$ cat config.mk
export PLATFORM = sky130hd
export DESIGN_NAME = unsigned_to_ascii_digits
export DESIGN_NICKNAME = d
export VERILOG_FILES = /design/src/rtl/uad_pkg.sv /design/src/rtl/uad_conv.sv /design/src/rtl/uad_emit.sv /design/src/rtl/unsigned_to_ascii_digits.sv
export SDC_FILE = /design/constraint.sdc
export NUM_CORES = 1
export LEC_CHECK = 0
export CORE_ASPECT_RATIO = 1.2
export CORE_MARGIN = 3
export CORE_UTILIZATION = 55
export CTS_BUF_LIST = sky130_fd_sc_hd__clkbuf_4 sky130_fd_sc_hd__clkbuf_8
export DETAILED_ROUTE_END_ITERATION = 7
export DONT_BUFFER_PORTS = 1
export PLACE_DENSITY_LB_ADDON = 0.15
export SYNTH_ARGS = -nofsm -noshare
export SYNTH_HDL_FRONTEND = slang
export SYNTH_SLANG_ARGS = --single-unit
$ cat constraint.sdc
create_clock -name clk -period 11.5 [get_ports clk]
set_input_delay 1.15 -clock clk [delete_from_list [all_inputs] [get_ports clk]]
set_output_delay 1.15 -clock clk [all_outputs]
set_load 0.01 [all_outputs]
$ cat src/rtl/uad_pkg.sv
// ----------------------------------------------------------------------------
// uad_pkg - shared types and constants for the unsigned-to-ASCII digit block
// Mode codes, controller states, status struct and the digit-to-ASCII map.
// ----------------------------------------------------------------------------
package uad_pkg;

  localparam int VALUE_WIDTH_DEF = 64;
  localparam int MAX_DIGITS_DEF  = 16;
  localparam int CMD_W           = 2;
  localparam int CHAR_W          = 7;
  localparam int DEC_BITS_MAX    = 32;

  localparam logic [CMD_W-1:0] CMD_DEC       = 2'd0;
  localparam logic [CMD_W-1:0] CMD_HEX_LOWER = 2'd1;
  localparam logic [CMD_W-1:0] CMD_HEX_UPPER = 2'd2;

  localparam logic [CHAR_W-1:0] ASCII_ZERO    = 7'd48;
  localparam logic [CHAR_W-1:0] ASCII_LOWER_A = 7'd97;
  localparam logic [CHAR_W-1:0] ASCII_UPPER_A = 7'd65;

  typedef enum logic [1:0] {
    ST_IDLE,
    ST_CONV,
    ST_EMIT
  } state_t;

  // trunc: the number needs more than MAX_DIGITS digits
  typedef struct packed {
    logic busy;
    logic upper;
    logic trunc;
  } conv_stat_t;

  function automatic logic [CHAR_W-1:0] digit_to_ascii(input logic [3:0] d,
                                                       input logic       upper);
    logic [CHAR_W-1:0] base;
    base = upper ? ASCII_UPPER_A : ASCII_LOWER_A;
    if (d <= 4'd9) begin
      digit_to_ascii = ASCII_ZERO + {3'b000, d};
    end else begin
      digit_to_ascii = base + {3'b000, d} - 7'd10;
    end
  endfunction

endpackage

$ cat src/rtl/uad_conv.sv
// ----------------------------------------------------------------------------
// uad_conv - digit converter
// Hex: nibbles load straight into the digit register. Decimal: shift-and-add-3, one bit a cycle,
// into a BCD register of MAX_DIGITS digits (overflow digits drop off the top).
// ----------------------------------------------------------------------------
module uad_conv #(
  parameter int VALUE_WIDTH = uad_pkg::VALUE_WIDTH_DEF,
  parameter int MAX_DIGITS  = uad_pkg::MAX_DIGITS_DEF
) (
  input  logic                        clk,
  input  logic                        rst,
  input  logic                        load,
  input  logic [uad_pkg::CMD_W-1:0]   cmd,
  input  logic [VALUE_WIDTH-1:0]      value,
  output uad_pkg::conv_stat_t         stat,
  output logic [4*MAX_DIGITS-1:0]     digits
);

  localparam int DEC_BITS = (VALUE_WIDTH < uad_pkg::DEC_BITS_MAX) ?
                            VALUE_WIDTH : uad_pkg::DEC_BITS_MAX;
  localparam int DIG_W    = 4 * MAX_DIGITS;
  localparam int CNT_W    = $clog2(DEC_BITS + 1);

  logic [DEC_BITS-1:0]          src;
  logic [CNT_W-1:0]             bits_left;
  logic                         upper;
  logic                         trunc;
  logic                         hex;
  logic [DIG_W+VALUE_WIDTH-1:0] ext;
  logic [DIG_W-1:0]             adj;
  logic [DIG_W-1:0]             dabble_next;

  assign hex = (cmd != uad_pkg::CMD_DEC);
  assign ext = {{DIG_W{1'b0}}, value};

  // add 3 to every BCD digit of five or more, then shift in the next bit
  always_comb begin
    for (int i = 0; i < MAX_DIGITS; i++) begin
      adj[4*i +: 4] = (digits[4*i +: 4] >= 4'd5) ? (digits[4*i +: 4] + 4'd3)
                                                  : digits[4*i +: 4];
    end
    dabble_next = {adj[DIG_W-2:0], src[DEC_BITS-1]};
  end

  always_ff @(posedge clk) begin
    if (rst) begin
      bits_left <= '0;
    end else if (load) begin
      bits_left <= hex ? '0 : CNT_W'(DEC_BITS);
    end else if (bits_left != '0) begin
      bits_left <= bits_left - 1'b1;
    end
  end

  // flag any digit that falls off the top so the emitter keeps leading zeros
  always_ff @(posedge clk) begin
    if (load) begin
      upper <= cmd[1];
      src   <= value[DEC_BITS-1:0];
      if (hex) begin
        digits <= ext[DIG_W-1:0];
        trunc  <= (ext[DIG_W +: VALUE_WIDTH] != '0);
      end else begin
        digits <= '0;
        trunc  <= 1'b0;
      end
    end else if (bits_left != '0) begin
      digits <= dabble_next;
      src    <= {src[DEC_BITS-2:0], 1'b0};
      trunc  <= trunc | adj[DIG_W-1];
    end
  end

  assign stat.busy  = (bits_left != '0);
  assign stat.upper = upper;
  assign stat.trunc = trunc;

endmodule

$ cat src/rtl/uad_emit.sv
// ----------------------------------------------------------------------------
// uad_emit - digit emitter
// Shifts the digit register out from the top, one digit a cycle unless the
// output stalls, dropping leading zeros unless the number was cut to
// MAX_DIGITS digits, and holds each word in an output register.
// ----------------------------------------------------------------------------
module uad_emit #(
  parameter int MAX_DIGITS = uad_pkg::MAX_DIGITS_DEF
) (
  input  logic                        clk,
  input  logic                        rst,
  input  logic                        load,
  input  logic [4*MAX_DIGITS-1:0]     digits,
  input  logic                        upper,
  input  logic                        trunc,
  output logic                        busy,
  output logic                        out_valid,
  input  logic                        out_stall,
  output logic [uad_pkg::CHAR_W-1:0]  digit_char,
  output logic                        last
);

  localparam int DIG_W = 4 * MAX_DIGITS;
  localparam int CNT_W = $clog2(MAX_DIGITS + 1);

  logic [DIG_W-1:0] dig;
  logic [CNT_W-1:0] cnt;
  logic             found;
  logic             upper_q;
  logic [3:0]       top;
  logic             active;
  logic             skip;
  logic             slot_free;
  logic             emit;

  assign top       = dig[DIG_W-1 -: 4];
  assign active    = (cnt != '0);
  assign skip      = active && !found && (top == 4'd0) && (cnt != CNT_W'(1));
  assign slot_free = !out_valid || !out_stall;
  assign emit      = active && !skip && slot_free;
  assign busy      = active;

  always_ff @(posedge clk) begin
    if (rst) begin
      cnt       <= '0;
      found     <= 1'b0;
      out_valid <= 1'b0;
    end else begin
      if (load) begin
        cnt   <= CNT_W'(MAX_DIGITS);
        found <= trunc;
      end else begin
        if (skip || emit) begin
          cnt <= cnt - 1'b1;
        end
        if (active && !skip) begin
          found <= 1'b1;
        end
      end
      if (emit) begin
        out_valid <= 1'b1;
      end else if (!out_stall) begin
        out_valid <= 1'b0;
      end
    end
  end

  always_ff @(posedge clk) begin
    if (load) begin
      dig     <= digits;
      upper_q <= upper;
    end else if (skip || emit) begin
      dig <= {dig[DIG_W-5:0], 4'b0000};
    end
    if (emit) begin
      digit_char <= uad_pkg::digit_to_ascii(top, upper_q);
      last       <= (cnt == CNT_W'(1));
    end
  end

endmodule

$ cat src/rtl/unsigned_to_ascii_digits.sv
// ----------------------------------------------------------------------------
// unsigned_to_ascii_digits - unsigned number to ASCII decimal or hex digits
// Converts one number per input word and emits its digits, most significant
// first, one output word per digit, the final one flagged by last.
// ----------------------------------------------------------------------------
//   channel  handshake            payload
//   in       in_valid / in_stall  cmd, value
//   out      out_valid/ out_stall digit_char, last
//
// Steps per number: accept, conversion (min(VALUE_WIDTH,32) bit steps for
// decimal, none for hex), handoff, MAX_DIGITS emitter steps (leading zeros
// dropped one a cycle, digits sent one a cycle), back to idle.
// out_stall stretches the emitter steps; in_stall stays high from acceptance
// until the cycle after the final digit enters the output register.
// rst is synchronous and clears the controller, counters and output valid.
// ----------------------------------------------------------------------------
module unsigned_to_ascii_digits #(
  parameter int VALUE_WIDTH = uad_pkg::VALUE_WIDTH_DEF,
  parameter int MAX_DIGITS  = uad_pkg::MAX_DIGITS_DEF
) (
  input  logic                        clk,
  input  logic                        rst,
  input  logic                        in_valid,
  output logic                        in_stall,
  input  logic [uad_pkg::CMD_W-1:0]   cmd,
  input  logic [VALUE_WIDTH-1:0]      value,
  output logic                        out_valid,
  input  logic                        out_stall,
  output logic [uad_pkg::CHAR_W-1:0]  digit_char,
  output logic                        last
);

  uad_pkg::state_t     state;
  uad_pkg::state_t     state_next;
  uad_pkg::conv_stat_t conv_stat;
  logic [4*MAX_DIGITS-1:0] digits;
  logic accept;
  logic emit_load;
  logic emit_busy;

  always_ff @(posedge clk) begin
    if (rst) begin
      state <= uad_pkg::ST_IDLE;
    end else begin
      state <= state_next;
    end
  end

  always_comb begin
    state_next = state;
    case (state)
      uad_pkg::ST_IDLE: if (in_valid) state_next = uad_pkg::ST_CONV;
      uad_pkg::ST_CONV: if (!conv_stat.busy) state_next = uad_pkg::ST_EMIT;
      uad_pkg::ST_EMIT: if (!emit_busy) state_next = uad_pkg::ST_IDLE;
      default:          state_next = uad_pkg::ST_IDLE;
    endcase
  end

  always_comb begin
    in_stall  = (state != uad_pkg::ST_IDLE);
    accept    = in_valid && !in_stall;
    emit_load = (state == uad_pkg::ST_CONV) && !conv_stat.busy;
  end

  uad_conv #(
    .VALUE_WIDTH (VALUE_WIDTH),
    .MAX_DIGITS  (MAX_DIGITS)
  ) u_conv (
    .clk    (clk),
    .rst    (rst),
    .load   (accept),
    .cmd    (cmd),
    .value  (value),
    .stat   (conv_stat),
    .digits (digits)
  );

  uad_emit #(
    .MAX_DIGITS (MAX_DIGITS)
  ) u_emit (
    .clk        (clk),
    .rst        (rst),
    .load       (emit_load),
    .digits     (digits),
    .upper      (conv_stat.upper),
    .trunc      (conv_stat.trunc),
    .busy       (emit_busy),
    .out_valid  (out_valid),
    .out_stall  (out_stall),
    .digit_char (digit_char),
    .last       (last)
  );

endmodule

# Yosys cells after proc, flatten, opt, wreduce, memory -nomap -nowiden
# Index checks and enable logic that the tools add are counted.
# totals
regBits	186
in_bits	70
output_inout_bits	10
elab_cells	125
# classes
n_addsub	21
magnitude_cmp	17
eq_ne	8
mux	38
bitwise_logic	1
reduce_logical	26
# op_table
cell	count
$mux W64	5
$add A4 B2 Y4 const B	16
$ge A4 B3 Y1 const B	16
$mux W32	2
$mux W4	16
$mux W6	4
$mux W5	2
$reduce_bool A2 Y1	5
$add A6 B4 Y7 const A	1
$add A7 B4 Y7	1
$logic_and A1 B1 Y1	7
$mux W7	1
$sub A7 B4 Y7 const B	1
$logic_not A1 Y1	6
$mux W2	3
$ne A2 B2 Y1 const B	3
$pmux W2 S3	1
$reduce_bool A6 Y1	1
$sub A6 B1 Y6 const B	1
$eq A5 B1 Y1 const B	1
$ne A5 B1 Y1 const B	1
$reduce_bool A5 Y1	1
$sub A5 B1 Y5 const B	1
$le A4 B4 Y1 const B	1
10 further kinds	14

# Logic depth before layout (Yosys ltp)
# depth
depth_word	10
depth_mapped	8
ltp_nobuf	7

# By module
# A second synthesis with hierarchy kept.
# hier_totals
cells_unflattened	769
hier_area_um2	9391.5
# by_module_without_submodules
module	instances	cells_per_inst	area_each_um2	seq_area_each_um2
uad_conv	1	549	5813.1	3052.9
uad_emit	1	210	3478.3	2332.2
unsigned_to_ascii_digits	1	10	100.1	40.0

# Worst setup path after synthesis
# No wires, ideal clock.
# synth_path
kind	input port to flip-flop
start	in in_valid
end	reg u_conv.digits[0], enable pin
setup_ns	0.683
arrival_time_ns	7.947
required_ns	10.817
path_slack_ns	2.870
path_stages	2
n_path_buf	0
cell_sequence	inv_1 > o21ai_0
# synth_between
elab_chain_cells	2
# synth_lines
element	line	source
start, declared	unsigned_to_ascii_digits.sv:23	input logic in_valid,
$logic_and A1 B1 Y1	unsigned_to_ascii_digits.sv:61	accept = in_valid && !in_stall;
$reduce_bool A2 Y1 (no source line)	--	
end signal, assigned	uad_conv.sv:61	digits <= ext[DIG_W-1:0];
end signal, assigned	uad_conv.sv:68	digits <= dabble_next;
end, declared	uad_conv.sv:16	output logic [4*MAX_DIGITS-1:0] digits
# No other way between the ends.
# A chain may end at the register's enable or synchronous reset.

# Worst setup path after layout
# layout_path
start	in in_valid
end	reg u_conv.src[30], data pin
# layout_between
elab_chain_cells	2
# layout_lines
element	line	source
$logic_and A1 B1 Y1	unsigned_to_ascii_digits.sv:61	
$mux W32	uad_conv.sv:57	if (load) begin
end signal, assigned	uad_conv.sv:59	src <= value[DEC_BITS-1:0];
end signal, assigned	uad_conv.sv:69	src <= {src[DEC_BITS-2:0], 1'b0};
end, declared	uad_conv.sv:24	logic [DEC_BITS-1:0] src;
# No other way between the ends.

==> results.md <==
- FF+latch area: 0.005425 mm2
- Sw Share: 37.19%
- Clock group share of total power: 13.6%
- Arr. time, crit path: 3.15 ns
- Slew headroom: 26.45%
- Mapped Area: 0.009373 mm2
- WL/cell: 16.60 um
- Clock Latency Late Sink: 0.46 ns
- Number of global-route vias before repair: 6072
- Fmax: 0.3409 GHz
- Int Power: 2.037 mW
- Crit path max fanout: 92
- Fin util: 60.28%
- RSZ-0062 raised after global routing: false
- Clock Skews: 0.009737 ns
- Ys flop type: edfxtp_1
- Hold Path Class: flip-flop to flip-flop
- Cts repair resizes: 0
- Clock transition at path regs: 0.09 ns
- WL met1: 7.251 mm
- Final hold violation count: 0
- Mapped Avg Cell Area: 11.31 um2
- Final TNS setup: 0 ns
- Crit-path slowest cell: buf_4
- Total core area: 0.01646 mm2
- Mapped Cells: 829
- Crit path time final: 2.933 ns
- Area of the multi-input gates: 0.003610 mm2
- Worst slew pin tran: 1.097 ns
- IO Pins: 80
- FFs w/ async S/R, synth: 0%
- Commonest non-fill, non-tap cell in the layout: edfxtp_1
- Fin nets: 924
- Die Wd: 125.2 um
- Hold-fix buffers, CTS: 0
- DRC Markers: 0
- First-pass GRT wire length: 29.00 mm
- Seq pwr share: 47.6%
- Clock buffer depth: 2
- WS Path Type: input pin to flip-flop
- Most frequent CP cell: buf_4
- RePlAce Congestion: 0.7588
- Pleak: 3.755 nW
- Max-cap check violation count: 0
- Root buffer cell: clkbuf_8
- CP peak stage delay: 0.80 ns
- Total track usage: 19.14%
- Pwr Total: 3.244 mW
- #FFs+latches synth: 186
- Post-synthesis sequential area ratio: 57.88%
- HPWL after detailed placement: 11.44 mm
- Chip height: 149 um
- Cell Pwr Density: 326.9 mW/mm2
- Logic pwr share: 38.8%
- CTS Buf Count: 17
- DR top layer: met4
- Hold slack: 0.4722 ns
- Vias: 5922
- Port Buffer Count: 0
- Placed inst area: 0.009529 mm2
- NetSw: 1.207 mW
- Required time worst endpoint: 11.71 ns
- Initial DRC count: 406
- Initial core utilization: 56.93%
- Site Rows: 51
- DR WL met3: 659 um
- Status: finished clean
- Antenna Cells: 0
- TritonRoute pass-1 iters: 4
- Final WL: 17.26 mm
- Filler Cell Count: 1345
- TritonCTS clock tree: done
- Initial antenna violation count: 0
- Final setup viols: 0
- CTS Sinks: 186
- Startpoint types: input pin
- Fin. max-slew vios: 0
- Overflow after GRT: 0
- Largest net degree at the start of global routing: 96
- Final critical-path share of the clock period: 25.51%
- Post-CTS setup buffer count: 0
- Maximum vdd drop: 0.1959 mV
- Met2 routed WL: 9.041 mm
- Post-synth EDFFs: 170
- Share of cells above drive strength 1: 11.84%
- Post-synth cell types: 46
- Post-synth net total: 938
- Routed Antenna Nets: 0
- Yosys warnings: 0
- CP Capture Type: flip-flop
- Fin area: 0.009925 mm2
- Layout Area Growth over Synthesis: 5.887%
- Vias/cell: 5.694
- Die Footprint: 0.01865 mm2
- Critical-path cell list: inv_1 > nor2_4 > buf_4 > buf_4 > mux2_2
- H-tree depth: 4
- Most frequent cells in the layout: 170 x edfxtp_1, 125 x nand2_1, 101 x o21ai_0, 64 x nand3_1, 47 x mux2_2
metrics by stage:
step | setup slack [ns] | std cells
2_1_floorplan | 2.870 | 829
3_3_place_gp | 8.138 | 1008
3_5_place_dp | 8.075 | 1008
4_1_cts | 8.610 | 1040
5_1_grt | 8.453 | 1040
6_report | 8.567 | 1040
registers in the layout, summed over array words and instances, names as in the netlist:
name and count:
u_emit.upper_q 1, state 2, u_emit.found 1, u_emit.out_valid 1, u_conv.bits_left 6, u_conv.upper 1, u_conv.digits 64, u_emit.digit_char 7
u_emit.cnt 5, u_conv.trunc 1, u_emit.last 1, u_conv.src 32, u_emit.dig 64
Yosys cell counts (4+ instances only):
master / n / area share [%]
o21ai_0: 103 / 5.5
mux2_2: 47 / 5.6
clkbuf_1: 14 / 0.56
edfxtp_1: 170 / 54
nor3_1: 4 / 0.21
o31ai_1: 15 / 1.2
xor2_1: 16 / 1.5
nor3b_1: 17 / 1.4
xnor2_1: 21 / 2.0
buf_2: 23 / 1.2
ha_1: 39 / 5.2
a21oi_1: 37 / 2.0
nor2_1: 10 / 0.40
inv_1: 46 / 1.8
nand3_1: 64 / 3.4
nand2_1: 126 / 5.0
dfxtp_1: 16 / 3.4
nand2b_1: 16 / 1.1
or3_1: 4 / 0.27
worst paths after layout:
kind,slack [ns],end,depth (start not counted),from
max reg2reg,8.71,u_conv.src[30]$_DFFE_PP_,5,state[1]$_SDFFE_PP0P_
max,8.57,u_conv.src[30]$_DFFE_PP_,5,in_valid
min,0.47,u_emit.upper_q$_DFFE_PP_,0,u_conv.upper$_DFFE_PP_
min reg2reg,0.47,u_emit.upper_q$_DFFE_PP_,0,u_conv.upper$_DFFE_PP_
power by group through the flow:
stage,Clock [mW],Combinational [mW],Sequential (mW)
5_1_grt,0.481,1.44,1.59
2_1_floorplan,0,1.00,1.59
4_1_cts,0.455,1.28,1.55
3_5_place_dp,0,1.27,1.56
3_3_place_gp,0,1.20,1.54
6_report,0.442,1.26,1.54
routing by layer:
layer	track usage, %	vias to the layer above
met5	0	-
met4	7.050	0
met3	4.083	24
met2	33.61	109
met1	23.36	2843
li1	-	2946
kinds of logic (layout without fill, tap and decap cells):
logic type / count (synthesis) / in the layout / share of synthesized area [%]
xor gates and xnor gates: 37 / 37 / 3.457
and+or+nand+nor: 262 / 262 / 13.84
buffers and inverters: 87 / 86 / 3.871
muxes: 47 / 47 / 5.647
AOI/OAI and AO/OA: 171 / 171 / 10.09
DFF: 186 / 186 / 57.88
adders and majority gates: 39 / 39 / 5.206
cell type report:
cell class | count | share of cell area (%)
Timing Repair Buffer | 7 | 0.5295
Sequential cell | 186 | 54.66
Clock inverter | 14 | 1.551
Multi-Input combinational cell | 556 | 36.37
Clock buffer | 18 | 2.433
Tap cell | 212 | 2.673
Inverter | 47 | 1.778
critical path: cells and delay by family:
family,cells,cell delay (ns)
simple gates,1,0.10
mux,1,0.42
buf+inv,3,1.43
Note: power is estimated with default switching activity, not from simulation.
